$ cat src/rtl/aip_pkg.sv
// Shared types, widths, character codes and the digit decoder for the ASCII integer parser.
// Depends on nothing; every other file of the block uses it.
`timescale 1ns / 1ps

package aip_pkg;

  localparam int unsigned CHAR_W            = 8;
  localparam int unsigned RADIX_W           = 6;
  localparam int unsigned VALUE_W           = 64;
  localparam int unsigned OFFSET_W          = 8;
  localparam int unsigned DIGIT_W           = 7;
  localparam int unsigned MAX_CHARS_DEFAULT = 255;

  localparam logic [RADIX_W-1:0] RADIX_AUTO  = 6'd0;
  localparam logic [RADIX_W-1:0] RADIX_OCT   = 6'd8;
  localparam logic [RADIX_W-1:0] RADIX_DEC   = 6'd10;
  localparam logic [RADIX_W-1:0] RADIX_HEX   = 6'd16;
  localparam logic [RADIX_W-1:0] RADIX_RESET = RADIX_DEC;

  localparam logic [DIGIT_W-1:0] NOT_ALNUM = 7'd64;

  localparam logic [CHAR_W-1:0] CH_NUL   = 8'h00;
  localparam logic [CHAR_W-1:0] CH_TAB   = 8'h09;
  localparam logic [CHAR_W-1:0] CH_LF    = 8'h0A;
  localparam logic [CHAR_W-1:0] CH_CR    = 8'h0D;
  localparam logic [CHAR_W-1:0] CH_SPACE = 8'h20;
  localparam logic [CHAR_W-1:0] CH_PLUS  = 8'h2B;
  localparam logic [CHAR_W-1:0] CH_MINUS = 8'h2D;
  localparam logic [CHAR_W-1:0] CH_ZERO  = 8'h30;
  localparam logic [CHAR_W-1:0] CH_UX    = 8'h58;
  localparam logic [CHAR_W-1:0] CH_LX    = 8'h78;

  // One character beat as it sits in the input register.
  typedef struct packed {
    logic [CHAR_W-1:0] char_code;
    logic              end_of_string;
  } aip_beat_t;

  // Value of a digit or letter (either case), NOT_ALNUM for anything else.
  function automatic logic [DIGIT_W-1:0] digit_of(input logic [CHAR_W-1:0] c);
    logic [DIGIT_W-1:0] d;
    d = NOT_ALNUM;
    if (c inside {[8'h30:8'h39]}) begin
      d = DIGIT_W'(c - 8'h30);
    end else if (c inside {[8'h61:8'h7A]}) begin
      d = DIGIT_W'(c - 8'h57);
    end else if (c inside {[8'h41:8'h5A]}) begin
      d = DIGIT_W'(c - 8'h37);
    end
    return d;
  endfunction

endpackage

$ cat src/rtl/ascii_integer_parser_unit.sv
// Top level of the streaming ASCII integer parser (strtol style conversion).
// Depends on aip_pkg, aip_in_stage and aip_parse_core.
`timescale 1ns / 1ps

// The parser takes a string one character per beat and returns one result beat for the
// beat marked end_of_string: the signed value, wrapped modulo 2^64, and the number of
// characters consumed before parsing stopped, saturating at MAX_CHARS and shown in its low
// eight bits. It accepts one character every clock cycle; the character step (digit decode,
// one multiply of the 64-bit accumulator by the 6-bit radix, and an add) is combinational
// logic between the input register and the parse state. A result is registered when the
// core takes the last character of its string. The only stall is when an end-of-string
// character reaches the core while the previous result is still waiting to be taken; other
// characters keep flowing regardless of the output side. The radix register is written
// through its own channel, which is always ready, and should only be changed between strings.

module ascii_integer_parser_unit #(
  parameter int unsigned MAX_CHARS = aip_pkg::MAX_CHARS_DEFAULT
) (
  input  logic                                 clk,
  input  logic                                 rst,
  input  logic                                 cfg_valid,
  output logic                                 cfg_ready,
  input  logic [aip_pkg::RADIX_W-1:0]          radix_select,
  input  logic                                 in_valid,
  output logic                                 in_ready,
  input  logic [aip_pkg::CHAR_W-1:0]           char_code,
  input  logic                                 end_of_string,
  output logic                                 out_valid,
  input  logic                                 out_ready,
  output logic signed [aip_pkg::VALUE_W-1:0]   parsed_value,
  output logic [aip_pkg::OFFSET_W-1:0]         end_offset
);
  import aip_pkg::*;

  aip_beat_t beat_in;
  aip_beat_t beat;
  logic      beat_valid;
  logic      take;

  // Pack the incoming character beat for the input register.
  assign beat_in.char_code     = char_code;
  assign beat_in.end_of_string = end_of_string;

  // Input register: it is refilled in the same cycle that the core takes its beat, so a new
  // character is accepted every cycle while the core keeps up.
  aip_in_stage u_in_stage (
    .clk        (clk),
    .rst        (rst),
    .in_valid   (in_valid),
    .in_ready   (in_ready),
    .beat_in    (beat_in),
    .beat_valid (beat_valid),
    .beat       (beat),
    .take       (take)
  );

  // Parse core: holds the radix register, the parse state and the result register.
  aip_parse_core #(
    .MAX_CHARS (MAX_CHARS)
  ) u_parse_core (
    .clk          (clk),
    .rst          (rst),
    .cfg_valid    (cfg_valid),
    .cfg_ready    (cfg_ready),
    .radix_select (radix_select),
    .beat_valid   (beat_valid),
    .beat         (beat),
    .take         (take),
    .out_valid    (out_valid),
    .out_ready    (out_ready),
    .parsed_value (parsed_value),
    .end_offset   (end_offset)
  );

endmodule

$ cat src/rtl/aip_in_stage.sv
// Input register of the ASCII integer parser: holds one character beat for the parse core.
// Depends on aip_pkg for the beat type.
`timescale 1ns / 1ps

module aip_in_stage (
  input  logic              clk,
  input  logic              rst,
  input  logic              in_valid,
  output logic              in_ready,
  input  aip_pkg::aip_beat_t beat_in,
  output logic              beat_valid,
  output aip_pkg::aip_beat_t beat,
  input  logic              take
);
  import aip_pkg::*;

  // The register refills in the same cycle that the core consumes it.
  assign in_ready = !beat_valid || take;

  always_ff @(posedge clk) begin
    if (rst) begin
      beat_valid <= 1'b0;
    end else begin
      if (in_ready) begin
        beat_valid <= in_valid;
      end
      if (in_valid && in_ready) begin
        beat <= beat_in;
      end
    end
  end

endmodule

$ cat src/rtl/aip_parse_core.sv
// Parse state, combinational character step and result register of the ASCII integer parser.
// Depends on aip_pkg for widths, character codes, the beat type and the digit decoder.
`timescale 1ns / 1ps

module aip_parse_core #(
  parameter int unsigned MAX_CHARS = aip_pkg::MAX_CHARS_DEFAULT
) (
  input  logic                          clk,
  input  logic                          rst,
  input  logic                          cfg_valid,
  output logic                          cfg_ready,
  input  logic [aip_pkg::RADIX_W-1:0]   radix_select,
  input  logic                          beat_valid,
  input  aip_pkg::aip_beat_t            beat,
  output logic                          take,
  output logic                          out_valid,
  input  logic                          out_ready,
  output logic signed [aip_pkg::VALUE_W-1:0] parsed_value,
  output logic [aip_pkg::OFFSET_W-1:0]  end_offset
);
  import aip_pkg::*;

  localparam int unsigned POS_W = $clog2(MAX_CHARS + 1);
  localparam logic [POS_W-1:0] POS_MAX = POS_W'(MAX_CHARS);

  typedef enum logic [1:0] {
    PH_SPACE,
    PH_SIGNED,
    PH_ZERO,
    PH_DIGITS
  } phase_t;

  logic [RADIX_W-1:0] radix_cfg;
  phase_t             phase, phase_next;
  logic               is_negative, is_negative_next;
  logic [RADIX_W-1:0] active_radix, active_radix_next;
  logic [VALUE_W-1:0] accumulator, accumulator_next;
  logic [POS_W-1:0]   char_position, char_position_next;
  logic [POS_W-1:0]   stop_position, stop_position_next;
  logic               halted, halted_next;

  logic [CHAR_W-1:0]  c;
  logic [DIGIT_W-1:0] dig;
  logic [RADIX_W-1:0] dig_radix, first_radix, zero_radix;
  logic               prefix_ok, take_first, dig_go, adv, stop;
  logic [VALUE_W-1:0] res_value;
  logic [POS_W-1:0]   res_pos;
  logic [POS_W+OFFSET_W-1:0] res_pos_ext;

  assign cfg_ready = 1'b1;
  assign take = beat_valid && (!beat.end_of_string || !out_valid || out_ready);

  assign c           = beat.char_code;
  assign dig         = digit_of(c);
  assign first_radix = (radix_cfg == RADIX_AUTO) ? RADIX_DEC : radix_cfg;
  assign zero_radix  = (radix_cfg == RADIX_AUTO) ? RADIX_OCT : radix_cfg;
  assign prefix_ok   = (radix_cfg == RADIX_AUTO) || (radix_cfg == RADIX_HEX);

  always_comb begin
    phase_next         = phase;
    is_negative_next   = is_negative;
    active_radix_next  = active_radix;
    accumulator_next   = accumulator;
    char_position_next = char_position;
    stop_position_next = stop_position;
    halted_next        = halted;
    take_first         = 1'b0;
    dig_go             = 1'b0;
    dig_radix          = active_radix;
    adv                = 1'b0;
    stop               = 1'b0;

    if (!halted) begin
      case (phase)
        PH_SPACE: begin
          if (c inside {CH_SPACE, CH_TAB, CH_LF, CH_CR}) begin
            adv = 1'b1;
          end else if (c == CH_MINUS || c == CH_PLUS) begin
            is_negative_next = (c == CH_MINUS);
            phase_next       = PH_SIGNED;
            adv              = 1'b1;
          end else begin
            take_first = 1'b1;
          end
        end
        PH_SIGNED: begin
          take_first = 1'b1;
        end
        PH_ZERO: begin
          if (c == CH_LX || c == CH_UX) begin
            active_radix_next = RADIX_HEX;
            phase_next        = PH_DIGITS;
            adv               = 1'b1;
          end else begin
            active_radix_next = zero_radix;
            phase_next        = PH_DIGITS;
            dig_go            = 1'b1;
            dig_radix         = zero_radix;
          end
        end
        PH_DIGITS: begin
          dig_go = 1'b1;
        end
        default: begin
          phase_next = PH_SPACE;
        end
      endcase

      if (take_first) begin
        if (c == CH_NUL) begin
          stop = 1'b1;
        end else if (c == CH_ZERO && prefix_ok) begin
          phase_next = PH_ZERO;
          adv        = 1'b1;
        end else begin
          active_radix_next = first_radix;
          phase_next        = PH_DIGITS;
          dig_go            = 1'b1;
          dig_radix         = first_radix;
        end
      end

      if (dig_go) begin
        if (c == CH_NUL || dig >= {1'b0, dig_radix}) begin
          stop = 1'b1;
        end else begin
          accumulator_next = accumulator * VALUE_W'(dig_radix) + VALUE_W'(dig);
          adv              = 1'b1;
        end
      end
    end

    if (stop) begin
      halted_next        = 1'b1;
      stop_position_next = char_position;
    end
    if (adv && char_position < POS_MAX) begin
      char_position_next = char_position + POS_W'(1);
    end

    res_value   = is_negative_next ? (~accumulator_next + VALUE_W'(1)) : accumulator_next;
    res_pos     = halted_next ? stop_position_next : char_position_next;
    res_pos_ext = {{OFFSET_W{1'b0}}, res_pos};
  end

  always_ff @(posedge clk) begin
    if (rst) begin
      radix_cfg     <= RADIX_RESET;
      phase         <= PH_SPACE;
      is_negative   <= 1'b0;
      active_radix  <= '0;
      accumulator   <= '0;
      char_position <= '0;
      stop_position <= '0;
      halted        <= 1'b0;
      out_valid     <= 1'b0;
    end else begin
      if (cfg_valid && cfg_ready) begin
        radix_cfg <= radix_select;
      end
      if (out_valid && out_ready) begin
        out_valid <= 1'b0;
      end
      if (take) begin
        if (beat.end_of_string) begin
          phase         <= PH_SPACE;
          is_negative   <= 1'b0;
          active_radix  <= '0;
          accumulator   <= '0;
          char_position <= '0;
          stop_position <= '0;
          halted        <= 1'b0;
          out_valid     <= 1'b1;
          parsed_value  <= res_value;
          end_offset    <= res_pos_ext[OFFSET_W-1:0];
        end else begin
          phase         <= phase_next;
          is_negative   <= is_negative_next;
          active_radix  <= active_radix_next;
          accumulator   <= accumulator_next;
          char_position <= char_position_next;
          stop_position <= stop_position_next;
          halted        <= halted_next;
        end
      end
    end
  end

endmodule

$ cat config.mk
export PLATFORM = sky130hd
export DESIGN_NAME = ascii_integer_parser_unit
export DESIGN_NICKNAME = d
export VERILOG_FILES = /design/src/rtl/aip_pkg.sv /design/src/rtl/ascii_integer_parser_unit.sv /design/src/rtl/aip_in_stage.sv /design/src/rtl/aip_parse_core.sv
export SDC_FILE = /design/constraint.sdc
export NUM_CORES = 1
export LEC_CHECK = 0
export BUFFER_PORTS_ARGS = -buffer_cell sky130_fd_sc_hd__buf_4
export CORE_ASPECT_RATIO = 0.75
export CORE_MARGIN = 2
export CORE_UTILIZATION = 42
export CTS_CLUSTER_DIAMETER = 120
export DETAILED_ROUTE_END_ITERATION = 6
export HOLD_SLACK_MARGIN = 0.1
export PLACE_DENSITY = 0.67
export SYNTH_ARGS = -nofsm -noshare
export SYNTH_HDL_FRONTEND = slang
export SYNTH_SLANG_ARGS = --single-unit
$ cat constraint.sdc
create_clock -name clk -period 21 [get_ports clk]
set_clock_uncertainty 0.15 [all_clocks]
set_input_delay 4.2 -clock clk [delete_from_list [all_inputs] [get_ports clk]]
set_output_delay 4.2 -clock clk [all_outputs]
set_load 0.03 [all_outputs]
==> results summary <==
The run finished, with violations left. The final reports fail on design-rule violations. TritonCTS built the clock tree. The most area-hungry cell type in the Yosys netlist is sky130_fd_sc_hd__fa_1. The I/O pin total is 95. The placed wire-length estimate after detailed placement came out at ~54000 microns. After detailed routing, the total wire length is 71800 microns. The worst setup path is of the flip-flop to flip-flop kind. The critical-path maximum fanout came out at 34. The wire length per cell is 22.1 microns. The dominant register cell in the synthesized netlist is sky130_fd_sc_hd__dfxtp_1.

The CTS H-tree depth is 4. The most common cell in the synthesized netlist is sky130_fd_sc_hd__and2_1. The final core utilization is 45.6%. The final standard cell area without fillers came out at 24100 sq um.

The congestion estimate from routability-driven global placement came to 0.988. The effective utilization at floorplan is roughly 42%. The sequential-to-total area share from yosys stat came out at 19.7%. The global route total overflow came out at 0.

The initial antenna violation count came out at 0. The min-delay analysis places its worst path in the category flip-flop to flip-flop. The count of antenna diodes in the layout is 0.

VDD sags by at most about 63 uV. In the synthesized netlist the async set-or-reset flop fraction comes to 0%. The area share of the largest cell type after synthesis came out at a little over a fifth. The final setup TNS came out at 0 ns. Grouping stages by cell kind, the critical path spends the most delay in simple AND/OR/NAND/NOR gates. The worst reg-to-reg setup slack is 9.65 ns.

The post-place instance area came out at 23500 sq um. The routed design uses approximately 7900 microns of met3 wire. The final routed DRC violation total is 1. The maximum clock rate is 88.1 MHz. The vias after detailed routing came out at 19681. Setup violations remaining at the end of the flow were counted as 0. Ranked by total cell area, the synthesized netlist is headed by sky130_fd_sc_hd__fa_1 (22%), sky130_fd_sc_hd__edfxtp_1 (11%), sky130_fd_sc_hd__and2_1 (9.3%), sky130_fd_sc_hd__dfxtp_1 (8.8%), sky130_fd_sc_hd__ha_1 (8.1%). The die covers 55100 sq um. The count of maximum capacitance violations is 0. The data arrival time of the critical path is 11.43 ns. The met1 layer wirelength in the final routing is roughly 33000 microns. The hold buffer count at CTS came out at 0. The worst-margin pin slew is ~1.2 ns. The period utilization is 54.1%.

In this run the standard cell core region covers 52800 sq um. The layout overhead on the synthesized area came out at 7.59%. The total leakage power is 10.5 nW.

The clock slew at the register clock pins of the worst setup and hold paths came out at 0.08 ns. STA classifies the critical path startpoint as a flip-flop. The depth of the most critical reg-to-reg path came out at 28. The pre-CTS setup slack is ~10 ns. The largest individual stage delay along the critical path comes from the cell sky130_fd_sc_hd__a2111oi_0. The data required time of the worst path is 21.07 ns. The clock latency at the later pin of the worst-skew pair came out at 0.47 ns. Of the cells placed in the final design, the portion with a size suffix greater than 1 is 7.18%. The number of vias per cell is around 6. The highest metal layer used by the detailed router is met4. Entering global routing, the biggest net connects 65 pins.

The buffer and inverter count on the worst path came out at 4. The critical path's largest stage delay came out at a little over 0.9 ns. The TritonCTS buffer count came out at 17. The number of cells produced by synthesis came out at 2557.

For this run, the post-layout net count is around 2900. The total standard cell area after synthesis is 22400 sq um. Setup repair after global routing left no endpoint under its margin. The horizontal die dimension is 270 microns. The final number of hold-violating endpoints came to 0. The worst setup path is captured at a flip-flop. The number of cells on the worst hold path is 2.

The number of global-route vias before repair is 19507. The synthesized area divided by synthesized cell count came out at around 8.7 sq um. The cell that appears most often on the critical path is sky130_fd_sc_hd__fa_1. Counting buffers and inverters, the worst setup path is 28 cells deep. Counting instances in the post-synthesis netlist gives the leading cell types as sky130_fd_sc_hd__and2_1 (334), sky130_fd_sc_hd__nor2_1 (243), sky130_fd_sc_hd__fa_1 (241). The maximum count of clock buffers along a single path came out at 2.

The worst-case setup margin in the final layout came out at 9.65 ns. The floorplan die height came out at 204 microns. The Yosys step of the flow raised 0 warnings.

The wire length on met2 came out at 29400 microns. The number of DRC markers in iteration 0 came out at about 2100. The total setup buffers inserted after CTS came out at 0.

In this run, distinct cell masters in the synthesized netlist total 92. Measured against its own limit, the worst slew margin works out to 20.7%. Hold timing on the final database bottoms out at a slack of 0.348 ns.

The detailed-router iteration count before antenna repair came out at 7. For this design, the sink count on the clock tree is 179. The number of input and output port buffers inserted came out at 93. The number of nets handed over by synthesis was 2962. The overall track demand over capacity in global routing came out at 26.4%. The number of synthesized flops with an enable pin came out at 81. After clock tree synthesis, the repair step resized 0 gates.

The max-slew violation total from the final report came out at 0. The total of flip-flops plus latches after synthesis is roughly 180. The master cell of the clock root buffer is sky130_fd_sc_hd__clkbuf_16.

The global-route wire length before repair is roughly 110000 microns. The power density over the cells came out at 34.5 nW/um^2. The standard-cell row count is 73.

The routed design could run at a clock period as short as 11.35 ns. The count of nets left with antenna violations once routing finished came out at 0.
## per-layer routing
layer  track usage [%]  vias up
met2              37.8      983
met4              6.25        0
met5                 0        -
met1              39.0     9781
met3              7.42      115
li1                  -     8802
## stage by stage
step	power, mW	cells
after detailed placement	0.494	3216
after global placement	0.492	3216
final	0.830	3248
after floorplan	0.451	2557
after CTS	0.829	3248
after global routing	0.853	3248
## sequential cells by signal (all words and copies together), names as in the netlist
signal                      count
u_parse_core.end_offset         8
u_parse_core.phase              2
u_parse_core.is_negative        1
u_parse_core.accumulator       64
u_in_stage.beat_valid           1
u_parse_core.radix_cfg          6
u_parse_core.char_position      8
u_parse_core.halted             1
u_parse_core.active_radix       6
u_in_stage.beat                 9
u_parse_core.out_valid          1
u_parse_core.parsed_value      64
u_parse_core.stop_position      8
## placed cells by master (no fill, tap or decap), types with 40 or more instances in the layout
cell type / n
sky130_fd_sc_hd__a21oi_1: 171
sky130_fd_sc_hd__a22oi_1: 55
sky130_fd_sc_hd__and2_1: 334
sky130_fd_sc_hd__buf_4: 112
sky130_fd_sc_hd__dfxtp_1: 98
sky130_fd_sc_hd__edfxtp_1: 81
sky130_fd_sc_hd__fa_1: 241
sky130_fd_sc_hd__ha_1: 144
sky130_fd_sc_hd__inv_1: 103
sky130_fd_sc_hd__nand2_1: 202
sky130_fd_sc_hd__nand3_1: 40
sky130_fd_sc_hd__nor2_1: 240
sky130_fd_sc_hd__o21ai_0: 109
sky130_fd_sc_hd__xnor2_1: 74
## logic make-up (layout without fill, tap and decap cells)
group | Yosys count | count (layout) | share of synthesized area, %
xor+xnor | 111 | 111 | 4.47
fa+ha+maj | 385 | 385 | 29.6
other cells | 1 | 1 | 0.0168
simple gates | 1017 | 1017 | 23.6
mux | 33 | 33 | 1.58
buf+inv | 269 | 248 | 4.75
compound gates | 562 | 562 | 16.3
flops | 179 | 179 | 19.7
## tightest hold or removal path, cell delays in order (launching register included)
cell and delay [ns]:
sky130_fd_sc_hd__dfxtp_1 0.34, sky130_fd_sc_hd__nand2_1 0.06, sky130_fd_sc_hd__a211oi_1 0.06
## layout make-up
type,count,area [sq um]
clock buffers,19,453
clock inverters,13,141
fillers,5093,28700
inverters,104,390
multi-input cells,2109,16900
flip-flops and latches,179,4390
well taps,712,891
repair buffers,112,841
## worst paths after layout
check,from,to
worst max-delay path,u_in_stage.beat[3]$_DFFE_PP_,u_parse_core.parsed_value[63]$_DFFE_PP_
worst min-delay path,u_parse_core.active_radix[4]$_SDFFE_PP0P_,u_parse_core.active_radix[4]$_SDFFE_PP0P_
worst max register to register,u_in_stage.beat[3]$_DFFE_PP_,u_parse_core.parsed_value[63]$_DFFE_PP_
worst min register to register,u_parse_core.active_radix[4]$_SDFFE_PP0P_,u_parse_core.active_radix[4]$_SDFFE_PP0P_
## power by group
group / switching, mW / internal (mW)
logic: 0.0881 / 0.0283
clock network: 0.167 / 0.174
registers: 0.00529 / 0.367
total: 0.260 / 0.570
No activity file was read; power rests on OpenSTA's default activity.
